===== src/hw/rtl/alir_pkg.sv =====
// alir_pkg: shared types, codes and sizes for the array list engine
// no dependencies; used by the interfaces, the cell and the top level
package alir_pkg;

   localparam int CAPACITY = 16;

   // width of the entry count, wide enough to hold CAPACITY itself
   localparam int CNT_W = $clog2(CAPACITY + 1);

   // fixed field widths of the request and response words
   localparam int KIND_W  = 2;
   localparam int POS_W   = 5;
   localparam int VALUE_W = 32;
   localparam int STAT_W  = 2;
   localparam int CFLD_W  = 5;

   // common width for position / count compares
   localparam int WIDE_W = (CNT_W > POS_W) ? CNT_W : POS_W;

   // request kinds
   localparam logic [KIND_W-1:0] KIND_INSERT = 2'd0;
   localparam logic [KIND_W-1:0] KIND_APPEND = 2'd1;
   localparam logic [KIND_W-1:0] KIND_REMOVE = 2'd2;
   localparam logic [KIND_W-1:0] KIND_QUERY  = 2'd3;

   // response status codes
   localparam logic [STAT_W-1:0] ST_OK      = 2'd0;
   localparam logic [STAT_W-1:0] ST_BEYOND  = 2'd1;
   localparam logic [STAT_W-1:0] ST_FULL    = 2'd2;
   localparam logic [STAT_W-1:0] ST_MISSING = 2'd3;

   // command broadcast to every cell of the chain
   typedef struct packed {
      logic                insert_en;
      logic                remove_en;
      logic [CNT_W-1:0]    pos;
      logic [VALUE_W-1:0]  value;
      logic [CNT_W-1:0]    count;
   } cmd_type;

   // count as seen on the response word, masked to its field width
   function automatic logic [CFLD_W-1:0] count_field(input logic [CNT_W-1:0] c);
      logic [WIDE_W-1:0] w;
      w = WIDE_W'(c);
      return w[CFLD_W-1:0];
   endfunction

endpackage


===== src/hw/rtl/alir_ifs.sv =====
// alir_ifs: valid/ready channel interfaces for requests and responses
// depends on alir_pkg for field widths
interface alir_req_if;
   logic                          valid;
   logic                          ready;
   logic [alir_pkg::KIND_W-1:0]   kind;
   logic [alir_pkg::POS_W-1:0]    position;
   logic signed [alir_pkg::VALUE_W-1:0] value;

   modport source (output valid, output kind, output position, output value, input ready);
   modport sink   (input valid, input kind, input position, input value, output ready);
endinterface

interface alir_rsp_if;
   logic                          valid;
   logic                          ready;
   logic [alir_pkg::STAT_W-1:0]   status;
   logic [alir_pkg::CFLD_W-1:0]   count;

   modport source (output valid, output status, output count, input ready);
   modport sink   (input valid, input status, input count, output ready);
endinterface


===== src/hw/rtl/alir_cell.sv =====
// alir_cell: one slot of the list, compares against the command value and
// shifts with its neighbors; depends on alir_pkg
module alir_cell (
   input  logic                          clock,
   input  alir_pkg::cmd_type             cmd,
   input  logic [alir_pkg::CNT_W-1:0]    cell_idx,
   input  logic [alir_pkg::VALUE_W-1:0]  left_entry,
   input  logic [alir_pkg::VALUE_W-1:0]  right_entry,
   input  logic                          hit_in,
   output logic [alir_pkg::VALUE_W-1:0]  entry,
   output logic                          hit_out
);

   logic [alir_pkg::VALUE_W-1:0] entry_ff;
   logic [alir_pkg::VALUE_W-1:0] entry_in;
   logic                         occupied;
   logic                         match;

   assign occupied = cell_idx < cmd.count;
   assign match    = occupied && (entry_ff == cmd.value);
   assign hit_out  = hit_in | match;
   assign entry    = entry_ff;

   always_comb begin
      entry_in = entry_ff;
      if (cmd.insert_en) begin
         if (cell_idx == cmd.pos) begin
            entry_in = cmd.value;
         end else if (cell_idx > cmd.pos) begin
            entry_in = left_entry;
         end
      end else if (cmd.remove_en && hit_out) begin
         // at and after the first match, pull from the right
         entry_in = right_entry;
      end
   end

   always_ff @(posedge clock) begin
      entry_ff <= entry_in;
   end

endmodule


===== src/hw/rtl/array_list_insert_remove.sv =====
// array_list_insert_remove: ordered list engine built as a chain of cells
// depends on alir_pkg, alir_ifs (alir_req_if, alir_rsp_if) and alir_cell
//
//   channel   dir   word                          handshake
//   req_bus   in    kind, position, value         valid / ready
//   rsp_bus   out   status, count                 valid / ready
//
// one request per cycle while the response is taken: every cell compares and shifts in the accept cycle,
// the first-match flag ripples through the cell chain
// the response appears in the cycle after accept, from an output register
// reset clears the entry count and the response valid; entry contents are
// not cleared, slots at or above the count are never read
// a stalled response holds req ready low only if the response is not taken
module array_list_insert_remove (
   input  logic            clock,
   input  logic            reset,
   alir_req_if.sink        req_bus,
   alir_rsp_if.source      rsp_bus
);

   localparam int CAP = alir_pkg::CAPACITY;
   localparam int CW  = alir_pkg::CNT_W;
   localparam int WW  = alir_pkg::WIDE_W;

   // entry count and response register
   logic [CW-1:0]                count_ff;
   logic [CW-1:0]                count_in;
   logic                         rsp_valid_ff;
   logic                         rsp_valid_in;
   logic [alir_pkg::STAT_W-1:0]  rsp_status_ff;
   logic [alir_pkg::STAT_W-1:0]  rsp_status_in;
   logic [alir_pkg::CFLD_W-1:0]  rsp_count_ff;
   logic [alir_pkg::CFLD_W-1:0]  rsp_count_in;

   logic                         accept;
   logic                         found;
   logic                         beyond;
   logic                         full;
   logic                         ins_ok;
   logic                         rem_ok;
   logic [WW-1:0]                ins_pos;
   logic [alir_pkg::STAT_W-1:0]  status;
   alir_pkg::cmd_type            cmd;

   // cell chain wiring
   logic [alir_pkg::VALUE_W-1:0] entry_q [CAP];
   logic [CAP:0]                 hit_chain;

   // accept while the response register is empty or being drained
   assign req_bus.ready = !rsp_valid_ff || rsp_bus.ready;
   assign accept        = req_bus.valid && req_bus.ready;

   // append is an insert at the current count
   assign ins_pos = (req_bus.kind == alir_pkg::KIND_APPEND) ? WW'(count_ff)
                                                            : WW'(req_bus.position);
   assign beyond  = ins_pos > WW'(count_ff);
   assign full    = WW'(count_ff) >= WW'(CAP);
   assign found   = hit_chain[CAP];

   always_comb begin
      ins_ok = 1'b0;
      rem_ok = 1'b0;
      status = alir_pkg::ST_OK;
      unique case (req_bus.kind) inside
         alir_pkg::KIND_INSERT, alir_pkg::KIND_APPEND: begin
            // position test comes before the full test
            if (beyond) begin
               status = alir_pkg::ST_BEYOND;
            end else if (full) begin
               status = alir_pkg::ST_FULL;
            end else begin
               ins_ok = 1'b1;
            end
         end
         alir_pkg::KIND_REMOVE: begin
            if (found) begin
               rem_ok = 1'b1;
            end else begin
               status = alir_pkg::ST_MISSING;
            end
         end
         default: begin
            status = found ? alir_pkg::ST_OK : alir_pkg::ST_MISSING;
         end
      endcase
   end

   // command broadcast to all cells, writes gated by accept
   always_comb begin
      cmd.insert_en = accept && ins_ok;
      cmd.remove_en = accept && rem_ok;
      cmd.pos       = CW'(ins_pos);
      cmd.value     = req_bus.value;
      cmd.count     = count_ff;
   end

   assign hit_chain[0] = 1'b0;

   for (genvar i = 0; i < CAP; i++) begin : g_cell
      logic [alir_pkg::VALUE_W-1:0] left_w;
      logic [alir_pkg::VALUE_W-1:0] right_w;

      // ends of the chain feed back values that are never selected (left end) or never read (right end)
      if (i == 0) begin : g_first
         assign left_w = req_bus.value;
      end else begin : g_mid_l
         assign left_w = entry_q[i-1];
      end
      if (i == CAP - 1) begin : g_last
         assign right_w = entry_q[i];
      end else begin : g_mid_r
         assign right_w = entry_q[i+1];
      end

      alir_cell u_cell (
         .clock       (clock),
         .cmd         (cmd),
         .cell_idx    (CW'(i)),
         .left_entry  (left_w),
         .right_entry (right_w),
         .hit_in      (hit_chain[i]),
         .entry       (entry_q[i]),
         .hit_out     (hit_chain[i+1])
      );
   end

   always_comb begin
      count_in      = count_ff;
      rsp_valid_in  = rsp_valid_ff;
      rsp_status_in = rsp_status_ff;
      rsp_count_in  = rsp_count_ff;
      if (rsp_valid_ff && rsp_bus.ready) begin
         rsp_valid_in = 1'b0;
      end
      if (accept) begin
         if (ins_ok) begin
            count_in = count_ff + CW'(1);
         end else if (rem_ok) begin
            count_in = count_ff - CW'(1);
         end
         rsp_valid_in  = 1'b1;
         rsp_status_in = status;
         rsp_count_in  = alir_pkg::count_field(count_in);
      end
   end

   always_ff @(posedge clock) begin
      if (reset) begin
         count_ff     <= '0;
         rsp_valid_ff <= 1'b0;
      end else begin
         count_ff     <= count_in;
         rsp_valid_ff <= rsp_valid_in;
      end
   end

   // response payload, no reset needed
   always_ff @(posedge clock) begin
      rsp_status_ff <= rsp_status_in;
      rsp_count_ff  <= rsp_count_in;
   end

   assign rsp_bus.valid  = rsp_valid_ff;
   assign rsp_bus.status = rsp_status_ff;
   assign rsp_bus.count  = rsp_count_ff;

`ifndef SYNTHESIS
   // count never exceeds the store
   a_count_range: assert property (@(posedge clock) disable iff (reset)
      WW'(count_ff) <= WW'(CAP))
      else $error("entry count above capacity");

   // a successful insert grows the list by one
   a_insert_grows: assert property (@(posedge clock) disable iff (reset)
      (accept && ins_ok) |=> (count_ff == $past(count_ff) + CW'(1)))
      else $error("insert did not grow the count");

   // failed or read-only requests leave the count alone
   a_no_change: assert property (@(posedge clock) disable iff (reset)
      (accept && !ins_ok && !rem_ok) |=> $stable(count_ff))
      else $error("count changed on a request without effect");

   // a full status is reported only with the store at capacity
   a_full_at_cap: assert property (@(posedge clock) disable iff (reset)
      (rsp_valid_ff && rsp_status_ff == alir_pkg::ST_FULL) |-> (WW'(count_ff) == WW'(CAP)))
      else $error("full status below capacity");

   // a remove can only succeed on a non-empty list
   a_remove_nonempty: assert property (@(posedge clock) disable iff (reset)
      (accept && rem_ok) |-> (count_ff != '0))
      else $error("remove hit on an empty list");
`endif

endmodule

===== src/flat_wrapper.sv =====
// flat-port wrapper written by rule: the top's interface ports become plain ports
module array_list_insert_remove_flat 
  (clock, reset, req_bus_valid, req_bus_kind, req_bus_position, req_bus_value, req_bus_ready, rsp_bus_valid, rsp_bus_status, rsp_bus_count, rsp_bus_ready);
  alir_req_if req_bus_i ();
  alir_rsp_if rsp_bus_i ();
  input  logic clock;
  input  logic reset;
  input wire logic [$bits(req_bus_i.valid)-1:0] req_bus_valid;
  input wire logic [$bits(req_bus_i.kind)-1:0] req_bus_kind;
  input wire logic [$bits(req_bus_i.position)-1:0] req_bus_position;
  input wire logic [$bits(req_bus_i.value)-1:0] req_bus_value;
  output wire logic [$bits(req_bus_i.ready)-1:0] req_bus_ready;
  output wire logic [$bits(rsp_bus_i.valid)-1:0] rsp_bus_valid;
  output wire logic [$bits(rsp_bus_i.status)-1:0] rsp_bus_status;
  output wire logic [$bits(rsp_bus_i.count)-1:0] rsp_bus_count;
  input wire logic [$bits(rsp_bus_i.ready)-1:0] rsp_bus_ready;
  assign req_bus_i.valid = req_bus_valid;
  assign req_bus_i.kind = req_bus_kind;
  assign req_bus_i.position = req_bus_position;
  assign req_bus_i.value = req_bus_value;
  assign req_bus_ready = req_bus_i.ready;
  assign rsp_bus_valid = rsp_bus_i.valid;
  assign rsp_bus_status = rsp_bus_i.status;
  assign rsp_bus_count = rsp_bus_i.count;
  assign rsp_bus_i.ready = rsp_bus_ready;
  array_list_insert_remove u_core (.clock(clock), .reset(reset), .req_bus(req_bus_i), .rsp_bus(rsp_bus_i));
endmodule

===== config.mk =====
export PLATFORM = sky130hd
export DESIGN_NAME = array_list_insert_remove_flat
export DESIGN_NICKNAME = d
export VERILOG_FILES = /design/src/hw/rtl/alir_pkg.sv /design/src/hw/rtl/alir_ifs.sv /design/src/hw/rtl/alir_cell.sv /design/src/hw/rtl/array_list_insert_remove.sv /design/src/flat_wrapper.sv
export SDC_FILE = /design/constraint.sdc
export NUM_CORES = 2
export LEC_CHECK = 0
export ABC_AREA = 0
export ABC_CLOCK_PERIOD_IN_PS = 8700
export BUFFER_PORTS_ARGS = -buffer_cell sky130_fd_sc_hd__buf_2
export CAP_MARGIN = 20
export CORE_UTILIZATION = 55
export DETAILED_ROUTE_END_ITERATION = 12
export MAX_ROUTING_LAYER = met4
export PLACE_DENSITY_LB_ADDON = 0.1
export SYNTH_ARGS = -nofsm -noshare
export SYNTH_HDL_FRONTEND = slang
export SYNTH_HIERARCHICAL = 1
export SYNTH_SLANG_ARGS = --single-unit

===== constraint.sdc =====
create_clock -name clock -period 8.7 [get_ports clock]
set_input_delay 0.435 -clock clock [delete_from_list [all_inputs] [get_ports clock]]
set_output_delay 0.435 -clock clock [all_outputs]
set_load 0.02 [all_outputs]

==> flow_metrics.env <==
export IMPL_status="completed"
export IMPL_synthesis_area_um2=36500
export IMPL_cts_sinks=525
export IMPL_synth_area_top_cells="edfxtp_1, mux2i_1, xnor2_1, a21oi_1, nor2_1"
export IMPL_max_slew_margin=0.244
export IMPL_ctsHtreeMaxLevel=2
export IMPL_synthCells=3545
export IMPL_synth_top_area_frac=0.427
export IMPL_post_cts_repair_setup_buffers=0
export IMPL_leakage_nw=17.8
export IMPL_antenna_found_initial=4
export IMPL_crit_path_end_kind="register"
export IMPL_nets=3925
export IMPL_avgSynthCellArea_um2=10.3
export IMPL_fmax_ghz=0.149
export IMPL_areaGrowthSynthToFinish_pct=10.3
export IMPL_regArea_um2=15700
export IMPL_grt_pass1_vias=27000
export IMPL_drt_wirelength_per_cell_um=24.9
export IMPL_rsz0062_at_grt="false"
export IMPL_synth_async_reset_ratio=0
export IMPL_path_max_fanout=23
export IMPL_dp_final_hpwl_um=83500
export IMPL_clkLatencyLatePin_ns=0.66
export IMPL_worstPathRequired_ns=9.05
export IMPL_num_io_pins=52
export IMPL_cpMostUsedCell="a31o_2"
export IMPL_p_per_area_nw_per_um2=198
export IMPL_drt_iter0_drc=3214
export IMPL_cts_resized=0
export IMPL_power_total_w=0.00798
export IMPL_cp_start_kind="register"
export IMPL_cts_root_buf="clkbuf_16"
export IMPL_fp_dieW_um=260
export IMPL_dr_pass1_iters=7
export IMPL_cp_arrival_ns=7.05
export IMPL_final_common_cell="a21oi_1"
export IMPL_synthFlopType="edfxtp_1"
export IMPL_synth_seq_area_share=0.430
export IMPL_multi_input_area_um2=20000
export IMPL_layout_common_cells="a21oi_1, nor2_1, edfxtp_1, mux2i_1, xnor2_1"
export IMPL_synth_distinct_cells=56
export IMPL_finalClockSkew_ns=0.0357
export IMPL_cp_slowest_cell="a22o_1"
export IMPL_numCtsBuffers=59
export IMPL_worst_pin_slew_ns=1.12
export IMPL_fin_crit_sh=0.770
export IMPL_synth_top_area_cell="edfxtp_1"
export IMPL_num_rows=94
export IMPL_synth_yosys_warnings=6
export IMPL_hold_path_class="primary input to register"
export IMPL_place_gp_congestion=0.982
export IMPL_maxCapViolations=0
export IMPL_grt_pass1_wl_um=171000
export IMPL_vias=28200
export IMPL_finalHoldViolations=0
export IMPL_route_detailed_drc=0
export IMPL_wl_um=116000
export IMPL_vdd_ir_drop_max_mv=0.179
export IMPL_clock_path_buffers=3
export IMPL_synth_seq_cells=525
export IMPL_grt_remaining_overflow=0
export IMPL_core_area_um2=65700
export IMPL_clk_pin_slew_worst_paths_ns=0.06
export IMPL_portBuffers=51
export IMPL_tns_ns=0
export IMPL_drive_gt1_frac=0.0778
export IMPL_fillCellCount=5540
export IMPL_initial_core_util=0.555
export IMPL_postRouteAntennaNets=0
export IMPL_synth_edf_count=519
export IMPL_cts_tree="built"
export IMPL_die_area_um2=67400
export IMPL_path_class="register to register"
export IMPL_viasPerCell=6.06
export IMPL_final_max_slew_viol_count=0
export IMPL_cts_hold_buf=0
export IMPL_die_h_um=260
export IMPL_grt_util_all_layers=0.349
export IMPL_grt_start_max_net_pins=246
export IMPL_max_stage_delay_ns=0.45
export IMPL_setup_violations=0
export IMPL_min_period_ns=6.70
[critical path, delay by kind of cell, from the launching register on]
family          cells  cell delay [ns]
buf+inv             4             0.89
fa+ha+maj           1             0.15
simple gates        4             0.42
flops               1             0.30
compound gates     19             4.56
[report_power, final]
part,internal (W),switching (W),leakage (nW)
Clock,0.00144,0.00107,0.927
Sequential,0.00312,0.000212,4.77
Combinational,0.000781,0.00136,12.1
[path summary, 6_finish.rpt]
check / start / endpoint / slack [ns] / cells after the start
min: req_bus_valid / u_core/rsp_bus.valid / 0.06 / 3
max reg2reg: u_core/count_ff[2] / u_core/g_cell[3].u_cell/entry[28] / 2.00 / 28
min reg2reg: u_core/rsp_bus.valid / u_core/rsp_bus.valid / 0.51 / 2
max: u_core/count_ff[2] / u_core/g_cell[3].u_cell/entry[28] / 2.00 / 28
[stage by stage]
stage / instances / area [µm²] / hold slack, ns / util / setup WS, ns
detailed placement: 4533 / 38300 / 0.503 / 0.583 / 2.00
finish: 4643 / 40200 / 0.0632 / 0.612 / 2.00
CTS: 4640 / 40200 / 0.0340 / 0.612 / 2.08
floorplan: 3704 / 37100 / 0.564 / - / 2.85
global route: 4643 / 40200 / 0.0846 / 0.612 / 1.90
global placement: 4529 / 38300 / 0.492 / 0.582 / 2.06
[Yosys cell counts, drive strengths merged (2+ instances only)]
| library cell | count |
|---|---|
| a21oi | 548 |
| nor2 | 520 |
| edfxtp | 519 |
| mux2i | 512 |
| xnor2 | 483 |
| inv | 153 |
| ha | 151 |
| nand4 | 113 |
| clkbuf | 98 |
| buf | 67 |
| nand2 | 49 |
| nor2b | 33 |
| a21o | 32 |
| xor2 | 32 |
| o21ai | 25 |
| nor3 | 21 |
| nor4 | 21 |
| nand3 | 20 |
| and4 | 18 |
| nand2b | 18 |
| a221o | 17 |
| and2 | 17 |
| a2111oi | 16 |
| a22o | 16 |
| a31o | 16 |
| dfxtp | 6 |
| a211oi | 2 |
| a21boi | 2 |
| a31oi | 2 |
| conb | 2 |
| nor3b | 2 |
| o211ai | 2 |
[cells by family (layout without fill, tap and decap cells)]
| logic type | Yosys count | count (layout) | synth area share |
|---|---|---|---|
| other | 2 | 163 | 0.000206 |
| buffers and inverters | 319 | 392 | 0.0382 |
| flip-flops | 525 | 525 | 0.430 |
| AND/OR/NAND/NOR | 836 | 836 | 0.108 |
| adder cells (fa/ha/maj) | 151 | 151 | 0.0518 |
| AO/OA/AOI/OAI | 685 | 685 | 0.108 |
| XOR/XNOR | 515 | 515 | 0.124 |
| multiplexers | 512 | 512 | 0.140 |
[flip-flops by register name, indices dropped and copies added, names as in the netlist]
| name | count |
|---|---|
| u_core/rsp_bus.status | 2 |
| u_core/count_ff | 5 |
| u_core/rsp_bus.valid | 1 |
| u_core/rsp_bus.count | 5 |
| u_core/g_cell.u_cell/entry | 512 |
[layer usage]
| metal | vias up | track usage | share of wire |
|---|---|---|---|
| met3 | 189 | 0.0385 | 0.078 |
| met5 | - | - | 0 |
| met2 | 1239 | 0.518 | 0.44 |
| met4 | 0 | 0.128 | 0.040 |
| met1 | 13700 | 0.492 | 0.44 |
| li1 | 13000 | - | - |
[final cells by class]
class / instances / area share
multi-input cells: 2860 / 0.497
flip-flops and latches: 525 / 0.390
clock buffers: 70 / 0.0377
well taps: 864 / 0.0269
repair buffers: 131 / 0.0242
inverters: 154 / 0.0144
clock inverters: 37 / 0.00914
diodes: 2 / 0.000124
No activity file was read; power rests on OpenSTA's default activity.
